File: src/hw/rtl/pfa_pkg.sv
`timescale 1ns / 1ps

package pfa_pkg;

	localparam int SPA_W = 7;
	localparam logic [SPA_W-1:0] SPA_RESET = 7'd100;

	localparam int APB_AW = 3;
	localparam int APB_DW = 32;
	localparam logic REG_SAMPLES_IDX = 1'b0;

	localparam int FIXED_BIT  = 6;
	localparam int BUSY_BIT   = 5;
	localparam int MEMERR_BIT = 2;

	localparam int PRAW_W = 16;
	localparam int TRAW_W = 16;
	localparam int STAT_W = 8;
	localparam int P_W = 19;
	localparam int T_W = 15;

	localparam logic signed [16:0] PRESS_OFFSET = 17'sd16384;
	localparam logic signed [17:0] PRESS_SCALE  = 18'sd100000;
	localparam int PRESS_SHIFT = 15;
	localparam int PROD_W = 35;
	localparam logic signed [PROD_W-1:0] PRESS_ROUND = 35'sd32767;
	localparam logic signed [15:0] TEMP_BASE = 16'(24 * 5 + 5000);

	typedef enum logic [2:0] {
		OUT_ACCUM  = 3'd0,
		OUT_AVG    = 3'd1,
		OUT_BADFIX = 3'd2,
		OUT_BUSY   = 3'd3,
		OUT_MEMERR = 3'd4
	} pfa_outcome_t;

	typedef enum logic [3:0] {
		ST_IDLE,
		ST_MUL,
		ST_SCALE,
		ST_ACC,
		ST_DIVP_GO,
		ST_DIVP,
		ST_DIVT_GO,
		ST_DIVT,
		ST_EMIT
	} pfa_state_t;

	typedef struct packed {
		logic busy;
		logic done;
	} pfa_div_stat_t;

endpackage

File: src/hw/rtl/pfa_in_if.sv
`timescale 1ns / 1ps

interface pfa_in_if #(
	parameter int TIME_WIDTH = 48
);
	logic                  valid;
	logic                  ready;
	logic [7:0]            status_byte;
	logic [15:0]           pressure_raw;
	logic [15:0]           temp_code;
	logic [TIME_WIDTH-1:0] timestamp;

	modport source (
		output valid, status_byte, pressure_raw, temp_code, timestamp,
		input  ready
	);

	modport sink (
		input  valid, status_byte, pressure_raw, temp_code, timestamp,
		output ready
	);
endinterface

File: src/hw/rtl/pfa_out_if.sv
`timescale 1ns / 1ps

interface pfa_out_if #(
	parameter int TIME_WIDTH = 48
);
	logic                  valid;
	logic                  ready;
	logic [2:0]            outcome;
	logic signed [18:0]    avg_pressure_mbar;
	logic signed [14:0]    avg_temp_centi;
	logic [TIME_WIDTH-1:0] mid_timestamp;

	modport source (
		output valid, outcome, avg_pressure_mbar, avg_temp_centi, mid_timestamp,
		input  ready
	);

	modport sink (
		input  valid, outcome, avg_pressure_mbar, avg_temp_centi, mid_timestamp,
		output ready
	);
endinterface

File: src/hw/rtl/pressure_frame_average_top.sv
`timescale 1ns / 1ps

// Pressure frame averager. Each accepted frame beat is checked (fixed bit, busy, memory error,
// in that order) and, if it passes, converted to millibar and centi-degrees and summed; one
// result beat comes out per frame. The frame that completes an average also runs both means
// through one shared restoring divider, one quotient bit per cycle, pressure then temperature;
// its dividend is 19 + clog2(MAX_AVG_COUNT) bits wide. The result beat is loaded into the output
// register from the emit state, which waits only while the previous result is still unaccepted.
// The frame port is ready only while no frame is in work; a finished result waits in the output
// register while the next frame is taken. Writing samples_per_average (APB offset 0) clears the
// running sums.
module pressure_frame_average_top #(
	parameter int MAX_AVG_COUNT = 100,
	parameter int TIME_WIDTH    = 48
) (
	input  logic                          clk,
	input  logic                          arst_n,
	pfa_in_if.sink                        frame,
	pfa_out_if.source                     result,
	input  logic                          psel,
	input  logic                          penable,
	input  logic                          pwrite,
	input  logic [pfa_pkg::APB_AW-1:0]    paddr,
	input  logic [pfa_pkg::APB_DW-1:0]    pwdata,
	output logic [pfa_pkg::APB_DW-1:0]    prdata,
	output logic                          pready
);

	localparam int CNT_W   = $clog2(MAX_AVG_COUNT + 1);
	localparam int CMP_W   = (CNT_W > pfa_pkg::SPA_W) ? CNT_W : pfa_pkg::SPA_W;
	localparam int P_SUM_W = pfa_pkg::P_W + $clog2(MAX_AVG_COUNT);
	localparam int T_SUM_W = pfa_pkg::T_W + $clog2(MAX_AVG_COUNT);
	localparam int DIV_W   = P_SUM_W;

	pfa_pkg::pfa_state_t state_q, state_d;

	logic [pfa_pkg::SPA_W-1:0] spa;
	logic                      cfg_wr;

	logic [pfa_pkg::STAT_W-1:0] status_q;
	logic [pfa_pkg::PRAW_W-1:0] praw_q;
	logic [pfa_pkg::TRAW_W-1:0] traw_q;
	logic [TIME_WIDTH-1:0]      ts_q;

	logic signed [pfa_pkg::PROD_W-1:0] prod_s1;
	logic signed [pfa_pkg::T_W-1:0]    t_s1;
	logic signed [pfa_pkg::P_W-1:0]    p_s2;
	logic signed [pfa_pkg::T_W-1:0]    t_s2;

	logic signed [P_SUM_W-1:0] ptot_q;
	logic signed [T_SUM_W-1:0] ttot_q;
	logic [CNT_W-1:0]          tally_q;
	logic [TIME_WIDTH-1:0]     mid_q;
	logic                      last_q;

	pfa_pkg::pfa_outcome_t     outcome_q;
	logic signed [pfa_pkg::P_W-1:0] pm_q;
	logic signed [pfa_pkg::T_W-1:0] tm_q;

	logic                           out_valid_q;
	pfa_pkg::pfa_outcome_t          out_outcome_q;
	logic signed [pfa_pkg::P_W-1:0] out_p_q;
	logic signed [pfa_pkg::T_W-1:0] out_t_q;
	logic [TIME_WIDTH-1:0]          out_ts_q;

	logic [CMP_W-1:0] spa_ext;
	logic [CNT_W-1:0] n_eff;
	logic [CNT_W-1:0] tally_nx;
	logic [CNT_W:0]   half_n;

	logic signed [16:0]                p_off;
	logic signed [pfa_pkg::PROD_W-1:0] prod;
	logic signed [pfa_pkg::PROD_W-1:0] prod_adj;
	logic signed [15:0]                t_wide;

	logic                   pneg, tneg;
	logic [P_SUM_W-1:0]     pmag;
	logic [T_SUM_W-1:0]     tmag;
	logic                   div_start;
	logic [DIV_W-1:0]       div_dividend;
	logic [DIV_W-1:0]       div_q;
	logic [DIV_W-1:0]       div_signed;
	pfa_pkg::pfa_div_stat_t div_stat;

	logic frame_acc;
	logic out_free;

	pfa_apb_regs u_regs (
		.clk                 (clk),
		.arst_n              (arst_n),
		.psel                (psel),
		.penable             (penable),
		.pwrite              (pwrite),
		.paddr               (paddr),
		.pwdata              (pwdata),
		.prdata              (prdata),
		.pready              (pready),
		.samples_per_average (spa),
		.cfg_wr              (cfg_wr)
	);

	pfa_divider #(
		.DIVIDEND_W (DIV_W),
		.DIVISOR_W  (CNT_W)
	) u_div (
		.clk      (clk),
		.arst_n   (arst_n),
		.start    (div_start),
		.dividend (div_dividend),
		.divisor  (n_eff),
		.stat     (div_stat),
		.quotient (div_q)
	);

	// effective frame count
	assign spa_ext = CMP_W'(spa);
	assign n_eff   = (spa == '0 || spa_ext > CMP_W'(MAX_AVG_COUNT)) ?
	                 CNT_W'(MAX_AVG_COUNT) : CNT_W'(spa_ext);
	assign tally_nx = tally_q + 1'b1;
	assign half_n   = ((CNT_W + 1)'(n_eff) + 1'b1) >> 1;

	// conversion arithmetic
	assign p_off    = $signed({1'b0, praw_q}) - pfa_pkg::PRESS_OFFSET;
	assign prod     = p_off * pfa_pkg::PRESS_SCALE;
	assign t_wide   = $signed({2'b00, traw_q[15:4], 2'b00}) + $signed({4'b0000, traw_q[15:4]})
	                  - pfa_pkg::TEMP_BASE;
	assign prod_adj = prod_s1 + (prod_s1[pfa_pkg::PROD_W-1] ? pfa_pkg::PRESS_ROUND : '0);

	// divider operands and signs
	assign pneg = ptot_q[P_SUM_W-1];
	assign tneg = ttot_q[T_SUM_W-1];
	assign pmag = pneg ? P_SUM_W'(-ptot_q) : P_SUM_W'(ptot_q);
	assign tmag = tneg ? T_SUM_W'(-ttot_q) : T_SUM_W'(ttot_q);
	assign div_dividend = (state_q == pfa_pkg::ST_DIVT_GO) ? DIV_W'(tmag) : pmag;
	assign div_signed   = (((state_q == pfa_pkg::ST_DIVT) ? tneg : pneg)) ? -div_q : div_q;

	assign frame_acc = frame.valid && frame.ready;
	assign out_free  = !out_valid_q || result.ready;

	always_ff @(posedge clk or negedge arst_n) begin
		if (!arst_n) begin
			state_q <= pfa_pkg::ST_IDLE;
		end else begin
			state_q <= state_d;
		end
	end

	always_comb begin
		state_d     = state_q;
		frame.ready = 1'b0;
		div_start   = 1'b0;
		unique case (state_q)
			pfa_pkg::ST_IDLE: begin
				frame.ready = 1'b1;
				if (frame.valid) begin
					state_d = pfa_pkg::ST_MUL;
				end
			end
			pfa_pkg::ST_MUL: begin
				if (!status_q[pfa_pkg::FIXED_BIT] || status_q[pfa_pkg::BUSY_BIT] ||
				    status_q[pfa_pkg::MEMERR_BIT]) begin
					state_d = pfa_pkg::ST_EMIT;
				end else begin
					state_d = pfa_pkg::ST_SCALE;
				end
			end
			pfa_pkg::ST_SCALE: begin
				state_d = pfa_pkg::ST_ACC;
			end
			pfa_pkg::ST_ACC: begin
				state_d = last_q ? pfa_pkg::ST_DIVP_GO : pfa_pkg::ST_EMIT;
			end
			pfa_pkg::ST_DIVP_GO: begin
				div_start = 1'b1;
				state_d   = pfa_pkg::ST_DIVP;
			end
			pfa_pkg::ST_DIVP: begin
				if (div_stat.done) begin
					state_d = pfa_pkg::ST_DIVT_GO;
				end
			end
			pfa_pkg::ST_DIVT_GO: begin
				div_start = 1'b1;
				state_d   = pfa_pkg::ST_DIVT;
			end
			pfa_pkg::ST_DIVT: begin
				if (div_stat.done) begin
					state_d = pfa_pkg::ST_EMIT;
				end
			end
			pfa_pkg::ST_EMIT: begin
				if (out_free) begin
					state_d = pfa_pkg::ST_IDLE;
				end
			end
			default: begin
				state_d = pfa_pkg::ST_IDLE;
			end
		endcase
	end

	// running sums
	always_ff @(posedge clk or negedge arst_n) begin
		if (!arst_n) begin
			ptot_q  <= '0;
			ttot_q  <= '0;
			tally_q <= '0;
			mid_q   <= '0;
		end else if (cfg_wr) begin
			ptot_q  <= '0;
			ttot_q  <= '0;
			tally_q <= '0;
		end else if (state_q == pfa_pkg::ST_ACC) begin
			ptot_q  <= ptot_q + P_SUM_W'(p_s2);
			ttot_q  <= ttot_q + T_SUM_W'(t_s2);
			tally_q <= tally_nx;
			if ((CNT_W + 1)'(tally_nx) == half_n) begin
				mid_q <= ts_q;
			end
		end else if (state_q == pfa_pkg::ST_EMIT && out_free &&
		             outcome_q == pfa_pkg::OUT_AVG) begin
			ptot_q  <= '0;
			ttot_q  <= '0;
			tally_q <= '0;
		end
	end

	// frame and datapath registers
	always_ff @(posedge clk) begin
		if (frame_acc) begin
			status_q <= frame.status_byte;
			praw_q   <= frame.pressure_raw;
			traw_q   <= frame.temp_code;
			ts_q     <= frame.timestamp;
		end
		unique case (state_q)
			pfa_pkg::ST_MUL: begin
				prod_s1 <= prod;
				t_s1    <= t_wide[pfa_pkg::T_W-1:0];
				if (!status_q[pfa_pkg::FIXED_BIT]) begin
					outcome_q <= pfa_pkg::OUT_BADFIX;
				end else if (status_q[pfa_pkg::BUSY_BIT]) begin
					outcome_q <= pfa_pkg::OUT_BUSY;
				end else if (status_q[pfa_pkg::MEMERR_BIT]) begin
					outcome_q <= pfa_pkg::OUT_MEMERR;
				end else begin
					outcome_q <= pfa_pkg::OUT_ACCUM;
				end
			end
			pfa_pkg::ST_SCALE: begin
				p_s2   <= prod_adj[pfa_pkg::PRESS_SHIFT +: pfa_pkg::P_W];
				t_s2   <= t_s1;
				last_q <= (tally_nx >= n_eff);
			end
			pfa_pkg::ST_ACC: begin
				if (last_q) begin
					outcome_q <= pfa_pkg::OUT_AVG;
				end
			end
			pfa_pkg::ST_DIVP: begin
				if (div_stat.done) begin
					pm_q <= div_signed[pfa_pkg::P_W-1:0];
				end
			end
			pfa_pkg::ST_DIVT: begin
				if (div_stat.done) begin
					tm_q <= div_signed[pfa_pkg::T_W-1:0];
				end
			end
			default: begin
			end
		endcase
	end

	// result register
	always_ff @(posedge clk or negedge arst_n) begin
		if (!arst_n) begin
			out_valid_q <= 1'b0;
		end else if (state_q == pfa_pkg::ST_EMIT && out_free) begin
			out_valid_q <= 1'b1;
		end else if (result.ready) begin
			out_valid_q <= 1'b0;
		end
	end

	always_ff @(posedge clk) begin
		if (state_q == pfa_pkg::ST_EMIT && out_free) begin
			out_outcome_q <= outcome_q;
			if (outcome_q == pfa_pkg::OUT_AVG) begin
				out_p_q  <= pm_q;
				out_t_q  <= tm_q;
				out_ts_q <= mid_q;
			end else begin
				out_p_q  <= '0;
				out_t_q  <= '0;
				out_ts_q <= '0;
			end
		end
	end

	assign result.valid             = out_valid_q;
	assign result.outcome           = out_outcome_q;
	assign result.avg_pressure_mbar = out_p_q;
	assign result.avg_temp_centi    = out_t_q;
	assign result.mid_timestamp     = out_ts_q;

endmodule

File: src/hw/rtl/pfa_apb_regs.sv
`timescale 1ns / 1ps

module pfa_apb_regs (
	input  logic                          clk,
	input  logic                          arst_n,
	input  logic                          psel,
	input  logic                          penable,
	input  logic                          pwrite,
	input  logic [pfa_pkg::APB_AW-1:0]    paddr,
	input  logic [pfa_pkg::APB_DW-1:0]    pwdata,
	output logic [pfa_pkg::APB_DW-1:0]    prdata,
	output logic                          pready,
	output logic [pfa_pkg::SPA_W-1:0]     samples_per_average,
	output logic                          cfg_wr
);

	logic [pfa_pkg::SPA_W-1:0] spa_q;
	logic                      hit;

	assign pready = 1'b1;
	assign hit    = (paddr[pfa_pkg::APB_AW-1] == pfa_pkg::REG_SAMPLES_IDX);
	assign cfg_wr = psel && penable && pwrite && pready && hit;
	assign samples_per_average = spa_q;

	always_ff @(posedge clk or negedge arst_n) begin
		if (!arst_n) begin
			spa_q <= pfa_pkg::SPA_RESET;
		end else if (cfg_wr) begin
			spa_q <= pwdata[pfa_pkg::SPA_W-1:0];
		end
	end

	always_comb begin
		prdata = '0;
		if (hit) begin
			prdata = pfa_pkg::APB_DW'(spa_q);
		end
	end

endmodule

File: src/hw/rtl/pfa_divider.sv
`timescale 1ns / 1ps

module pfa_divider #(
	parameter int DIVIDEND_W = 25,
	parameter int DIVISOR_W  = 7
) (
	input  logic                      clk,
	input  logic                      arst_n,
	input  logic                      start,
	input  logic [DIVIDEND_W-1:0]     dividend,
	input  logic [DIVISOR_W-1:0]      divisor,
	output pfa_pkg::pfa_div_stat_t    stat,
	output logic [DIVIDEND_W-1:0]     quotient
);

	localparam int CW = $clog2(DIVIDEND_W + 1);

	logic                  busy_q;
	logic                  done_q;
	logic [CW-1:0]         cnt_q;
	logic [DIVIDEND_W-1:0] quo_q;
	logic [DIVISOR_W-1:0]  rem_q;
	logic [DIVISOR_W-1:0]  dsr_q;

	logic [DIVISOR_W:0]    shifted;
	logic [DIVISOR_W:0]    diff;
	logic                  fits;

	assign shifted = {rem_q, quo_q[DIVIDEND_W-1]};
	assign diff    = shifted - {1'b0, dsr_q};
	assign fits    = !diff[DIVISOR_W];

	assign stat.busy = busy_q;
	assign stat.done = done_q;
	assign quotient  = quo_q;

	always_ff @(posedge clk or negedge arst_n) begin
		if (!arst_n) begin
			busy_q <= 1'b0;
			done_q <= 1'b0;
			cnt_q  <= '0;
		end else begin
			done_q <= 1'b0;
			if (start) begin
				busy_q <= 1'b1;
				cnt_q  <= CW'(DIVIDEND_W);
			end else if (busy_q) begin
				cnt_q <= cnt_q - 1'b1;
				if (cnt_q == CW'(1)) begin
					busy_q <= 1'b0;
					done_q <= 1'b1;
				end
			end
		end
	end

	always_ff @(posedge clk) begin
		if (start) begin
			quo_q <= dividend;
			rem_q <= '0;
			dsr_q <= divisor;
		end else if (busy_q) begin
			quo_q <= {quo_q[DIVIDEND_W-2:0], fits};
			rem_q <= fits ? diff[DIVISOR_W-1:0] : shifted[DIVISOR_W-1:0];
		end
	end

endmodule
File: src/flat_wrapper.sv
// flat-port wrapper written by rule: the top's interface ports become plain ports
module pressure_frame_average_top_flat 
#(
	parameter int MAX_AVG_COUNT = 100,
	parameter int TIME_WIDTH    = 48
)
  (clk, arst_n, psel, penable, pwrite, paddr, pwdata, prdata, pready, frame_valid, frame_status_byte, frame_pressure_raw, frame_temp_code, frame_timestamp, frame_ready, result_valid, result_outcome, result_avg_pressure_mbar, result_avg_temp_centi, result_mid_timestamp, result_ready);
  pfa_in_if #(.TIME_WIDTH(TIME_WIDTH)) frame_i ();
  pfa_out_if #(.TIME_WIDTH(TIME_WIDTH)) result_i ();
  input  logic clk;
  input  logic arst_n;
  input  logic psel;
  input  logic penable;
  input  logic pwrite;
  input  logic [pfa_pkg::APB_AW-1:0] paddr;
  input  logic [pfa_pkg::APB_DW-1:0] pwdata;
  output logic [pfa_pkg::APB_DW-1:0] prdata;
  output logic pready;
  input wire logic [$bits(frame_i.valid)-1:0] frame_valid;
  input wire logic [$bits(frame_i.status_byte)-1:0] frame_status_byte;
  input wire logic [$bits(frame_i.pressure_raw)-1:0] frame_pressure_raw;
  input wire logic [$bits(frame_i.temp_code)-1:0] frame_temp_code;
  input wire logic [$bits(frame_i.timestamp)-1:0] frame_timestamp;
  output wire logic [$bits(frame_i.ready)-1:0] frame_ready;
  output wire logic [$bits(result_i.valid)-1:0] result_valid;
  output wire logic [$bits(result_i.outcome)-1:0] result_outcome;
  output wire logic [$bits(result_i.avg_pressure_mbar)-1:0] result_avg_pressure_mbar;
  output wire logic [$bits(result_i.avg_temp_centi)-1:0] result_avg_temp_centi;
  output wire logic [$bits(result_i.mid_timestamp)-1:0] result_mid_timestamp;
  input wire logic [$bits(result_i.ready)-1:0] result_ready;
  assign frame_i.valid = frame_valid;
  assign frame_i.status_byte = frame_status_byte;
  assign frame_i.pressure_raw = frame_pressure_raw;
  assign frame_i.temp_code = frame_temp_code;
  assign frame_i.timestamp = frame_timestamp;
  assign frame_ready = frame_i.ready;
  assign result_valid = result_i.valid;
  assign result_outcome = result_i.outcome;
  assign result_avg_pressure_mbar = result_i.avg_pressure_mbar;
  assign result_avg_temp_centi = result_i.avg_temp_centi;
  assign result_mid_timestamp = result_i.mid_timestamp;
  assign result_i.ready = result_ready;
  pressure_frame_average_top #(.MAX_AVG_COUNT(MAX_AVG_COUNT), .TIME_WIDTH(TIME_WIDTH)) u_core (.clk(clk), .arst_n(arst_n), .frame(frame_i), .result(result_i), .psel(psel), .penable(penable), .pwrite(pwrite), .paddr(paddr), .pwdata(pwdata), .prdata(prdata), .pready(pready));
endmodule
File: config.mk
export PLATFORM = sky130hd
export DESIGN_NAME = pressure_frame_average_top_flat
export DESIGN_NICKNAME = d
export VERILOG_FILES = /design/src/hw/rtl/pfa_pkg.sv /design/src/hw/rtl/pfa_in_if.sv /design/src/hw/rtl/pfa_out_if.sv /design/src/hw/rtl/pressure_frame_average_top.sv /design/src/hw/rtl/pfa_apb_regs.sv /design/src/hw/rtl/pfa_divider.sv /design/src/flat_wrapper.sv
export SDC_FILE = /design/constraint.sdc
export NUM_CORES = 1
export LEC_CHECK = 0
export ABC_AREA = 0
export ABC_CLOCK_PERIOD_IN_PS = 8300
export BUFFER_PORTS_ARGS = -buffer_cell sky130_fd_sc_hd__buf_2
export CAP_MARGIN = 25
export CORE_MARGIN = 3
export CORE_UTILIZATION = 52
export DETAILED_ROUTE_END_ITERATION = 16
export GPL_TIMING_DRIVEN = 0
export PLACE_DENSITY = 0.72
export SETUP_SLACK_MARGIN = 0.1
export SYNTH_ARGS = -nofsm -noshare
export SYNTH_HDL_FRONTEND = slang
export SYNTH_HIERARCHICAL = 1
export SYNTH_SLANG_ARGS = --single-unit
File: constraint.sdc
create_clock -name clk -period 8.3 [get_ports clk]
set_input_delay 2.075 -clock clk [delete_from_list [all_inputs] [get_ports clk]]
set_output_delay 2.075 -clock clk [all_outputs]
set_load 0.02 [all_outputs]
After elaboration in Yosys (flattened, before gate mapping):

Cells that the tools add are included.

* add/sub/neg operators: 13
* multiply operators: 1
* order comparisons: 2
* equality and inequality tests: 16
* muxes and demuxes: 44
* bitwise logic cells: 2
* reduce and logical (&&, ||, !) cells: 25

Operator list (number)
* $mux 26: 7
* $mux 22: 4
* $mux 7: 6
* $pmux 4 s9: 1
* $add 34x34->34: 1
* $mul 17x13->30 const B: 1
* $add 26x19->26: 1
* $neg 26->26: 1
* $mux 4: 6
* $add 22x15->22: 1
* $neg 22->22: 1
* $mux 19: 1
* $neg 19->19: 1
* $sub 16x15->17 const B: 1
* $eq 4x3->1 const B: 4
* $add 14x12->15: 1
* $mux 15: 1
* $sub 15x14->15 const B: 1
* $mux 3: 4
* $mux 1: 11
* $mux 5: 2
* $add 7x1->8 const B: 1
* $eq 4x2->1 const B: 2
* $sub 8x7->8: 1
* other kinds (24): 42

* bits in registers: 451
* input bits: 130
* output and inout bits: 120
* logic and storage cells: 132

Longest topological paths before layout:

* depth after elaboration: 7
* gate-level depth with buffers: 20
* depth with buffers taken out: 20

By module:

The synthesis kept the hierarchy.

Modules (own cells, without submodules)
* pressure_frame_average_top: times used 1, cells an instance 1878, area each 22063.7 µm², seq. area each 11140.7 µm²
* pfa_divider: times used 1, cells an instance 184, area each 2356.0 µm², seq. area each 1306.3 µm²
* pfa_apb_regs: times used 1, cells an instance 51, area each 549.3 µm², seq. area each 178.9 µm²

Worst setup path after synthesis:

Ideal clock, no wire load.

* path kind: input to register
* start: in result_ready
* end: reg u_core.ttot_q[21]
* setup time: 0.122 ns
* data arrival time: 7.259 ns
* required time: 8.178 ns
* slack: 0.919 ns
* stages on the path: 7
* buffers on the path: 1
* cell sequence: nand2b_1 > nor2b_1 > a211oi_1 > clkbuf_1 > a2111o_1 > a21oi_1 > nor2_1

* longest elaborated chain between the ends: 4

RTL lines
* start, declared: line flat_wrapper.sv:30 `input wire logic [$bits(result_i.ready)-1:0] result_ready;`
* $logic_or 1x1->1: line pressure_frame_average_top.sv:138 `assign out_free = !out_valid_q || result.ready;`
* $logic_and 1x1->1 (2 in a row): line pressure_frame_average_top.sv:220 `end else if (state_q == pfa_pkg::ST_EMIT && out_free &&`
* $reduce_bool 3->1 (no line)
* end signal, assigned: line pressure_frame_average_top.sv:215 `ttot_q <= ttot_q + T_SUM_W'(t_s2);`
* end, declared: line pressure_frame_average_top.sv:51 `logic signed [T_SUM_W-1:0] ttot_q;`

No other way between the ends.
A chain may end at the register's enable or synchronous reset.

Worst setup path in the final report:

* start: reg u_core/praw_q[14] (netlist bit)
* end: reg u_core/prod_s1[34] (netlist bit) (data pin)

* longest elaborated chain between the ends: 2

RTL lines
* start, declared: line pressure_frame_average_top.sv:41 `logic [pfa_pkg::PRAW_W-1:0] praw_q;`
* start signal, assigned: line pressure_frame_average_top.sv:232 `praw_q <= frame.pressure_raw;`
* $sub 16x15->17: line pressure_frame_average_top.sv:123 `assign p_off = $signed({1'b0, praw_q}) - pfa_pkg::PRESS_OFFSET;`
* $mul 17x13->30: line pressure_frame_average_top.sv:124 `assign prod = p_off * pfa_pkg::PRESS_SCALE;`
* net u_core.prod (one bit): line pressure_frame_average_top.sv:72 `logic signed [pfa_pkg::PROD_W-1:0] prod;`
* end signal, assigned: line pressure_frame_average_top.sv:238 `prod_s1 <= prod;`
* end, declared: line pressure_frame_average_top.sv:45 `logic signed [pfa_pkg::PROD_W-1:0] prod_s1;`

The timed path passes the listed nets, and every way through them passes these cells.

==> flow_metrics.py <==
metrics = {
    "clock_network": {
        "root_buffer": "clkbuf_16",
        "clkSinkCount": 443,
        "ctsHtreeMaxLevel": 2,
        "path_clk_slew_ps": 60,
        "cts_resized": 0,
        "clk_latency_ps": 570,
        "cts_tree": "done",
        "cts_hold_buf": 0,
        "max-clock-path-buffers": 3,
        "cts_made_buffers": 48,
        "cts_setup_buffers": 0,
    },
    "grt": {
        "grt_pass1_wl_um": 82100,
        "gr-total-overflow": 0,
        "grt_max_degree": 84,
        "grt_use_met2_pct": 34.6,
        "grt_pass1_vias": 16400,
        "use_met3_pct": 2.80,
        "track_usage_pct": 20.0,
        "met1_usage_pct": 25.9,
        "antenna_found_initial": 0,
        "grt_most_used_layer": "met2",
    },
    "drt": {
        "ant_nets": 0,
        "post_drt_wl_per_cell_um": 16.7,
        "vias": 16500,
        "drt-total-wl_um": 50900,
        "post-route-drc-count": 0,
        "viasPerCell": 5.42,
        "drtIter0Drc": 993,
        "drtPass1Iterations": 5,
    },
    "sta": {
        "setup_violations": 0,
        "slew_headroom_pct": 41.2,
        "slew_viol_final": 0,
        "layout_setup_ws_ps": 2120,
        "finClkSkew_ps": 14.5,
        "hold_viol": 0,
        "rsz0062_at_grt": "no",
        "fin_crit_ps": 6180,
        "min_period_over_period_pct": 74.5,
        "tightest_slew_ps": 875,
        "fmax_mhz": 162,
    },
    "floorplanning": {
        "die_x_um": 225,
        "die_area_sq_um": 50700,
        "initial_core_util_pct": 53.2,
        "core-area_sq_um": 47000,
        "io_pins": 250,
        "rows": 79,
        "die_h_um": 225,
    },
    "placement": {
        "place_congestion": 0.902,
        "place_ws_ps": 2030,
        "dp.cells": 2948,
        "hpwl_um": 38700,
        "port_buffers": 187,
    },
    "setup_path": {
        "path_cells": "inv_1 > ha_1 > clkbuf_1 > inv_1 > fa_1 > inv_1 > fa_1 > inv_1 > fa_1 > inv_1 > ha_1 > and3_1 > and3_1 > a21boi_1 > o31ai_1 > o21ai_1 > a21oi_1 > nor4b_1",
        "path_buf_inv": 6,
        "cp.required_ps": 8580,
        "cp_max_fo": 10,
        "end_kind": "flop",
        "path_class": "reg -> reg",
        "crit_top_cell": "inv_1",
        "worstPathArrival_ps": 6470,
        "r2r_slack_ps": 2120,
        "cpMaxStageDelayCell": "fa_1",
        "crit_family": "adder cells",
        "startpoint_type": "flop",
        "critPathMaxStageDelay_ps": 600,
    },
    "yosys": {
        "syn_inst": 2112,
        "syn_area_per_cell_sq_um": 11.8,
        "synth_warnings": 6,
        "synth_area_sq_um": 25000,
    },
    "finish": {
        "area_growth_pct": 14.6,
        "nNetsFinal": 2776,
        "drive_gt1_share_pct": 16.3,
        "fillerInstances": 3708,
        "n_antenna_cell": 0,
        "final_cell_count_no_fill": 3039,
    },
    "hold_path": {
        "hold_path_class": "reg -> reg",
    },
    "run_status": {
        "status": "completed",
    },
    "job": {
        "maxCapViolations": 0,
    },
}
-- layout make-up --
type / instances / area, sq um / share of cell area (%)
clock buffer: 68 / 1360 / 4.75
sequential: 443 / 12600 / 44.1
buffer: 82 / 443 / 1.55
timing repair buffer: 206 / 1170 / 4.10
inverter: 173 / 649 / 2.27
tap: 607 / 759 / 2.65
clock inverter: 22 / 235 / 0.822
multi-input combinational: 1438 / 11400 / 39.7
-- path summary, 6_finish.rpt --
kind	start	to	cells after the start
setup / recovery	u_core/praw_q[14]	u_core/prod_s1[34]	18
hold / removal	u_core/t_s1[12]	u_core/t_s2[12]	0
setup reg to reg	u_core/praw_q[14]	u_core/prod_s1[34]	18
hold reg to reg	u_core/t_s1[12]	u_core/t_s2[12]	0
max in group asynchronous	arst_n	u_core/mid_q[19]	2
min in group asynchronous	arst_n	u_core/u_regs/samples_per_average[4]	1
-- cells in the final DEF (no fill, tap or decap), drive strengths merged, types with 8 or more instances in the layout --
master and count:
dfrtp 119, a311oi 8, nor2 91, a21oi 103, a31o 8, xor2 79
or3 10, or4 8, buf 247, conb 26, nor2b 10, and2 89
edfxtp 314, o21bai 9, o21ai 115, nand2b 16, xnor2 96, o31ai 15
o21a 13, nor3 32, inv 173, fa 50, and3 13, a211oi 13
nand3 39, nor4 14, a22o 10, mux2 81, clkbuf 109, ha 204
nand2 133, a31oi 17, a21o 37, clkinv 15
-- metrics by stage --
stage | util [%] | TNS (ps) | area, sq um | hold slack, ps
2_1_floorplan | - | 0 | 25100 | 400
3_3_place_gp | 57.0 | -86930 | 26700 | 401
3_5_place_dp | 57.5 | 0 | 27000 | 405
4_1_cts | 60.9 | 0 | 28600 | 418
5_1_grt | 60.9 | 0 | 28600 | 421
6_report | 60.9 | 0 | 28600 | 416
-- worst reg2reg max path: cells and delay by family, from the launching register on --
kind / cells / cell delay, ps
adders and majority gates: 5 / 2300
AOI/OAI and AO/OA: 4 / 1040
DFF: 1 / 450
and+or+nand+nor: 3 / 990
buffers and inverters: 6 / 1110
-- routing by layer --
layer	wire length, um	vias to the layer above
met4	1390	0
met2	25200	341
li1	-	8067
met5	0	-
met3	1950	96
met1	22300	7976
-- registers in the layout, summed over array words and instances (netlist names), 5 cells and up --
name,flops
u_core/u_div/rem_q,7
u_core/t_s2,15
u_core/ts_q,48
u_core/u_div/quotient,26
u_core/u_div/cnt_q,5
u_core/praw_q,16
u_core/ptot_q,26
u_core/result.mid_timestamp,48
u_core/u_regs/samples_per_average,7
u_core/tally_q,7
u_core/prod_s1,30
u_core/result.avg_temp_centi,15
u_core/traw_q,12
u_core/t_s1,15
u_core/pm_q,19
u_core/ttot_q,22
u_core/tm_q,15
u_core/p_s2,19
u_core/mid_q,48
u_core/u_div/dsr_q,7
u_core/result.avg_pressure_mbar,19
Power is not shown: default switching activity piles up to over one toggle a cycle in this logic, so the estimate is an artifact.
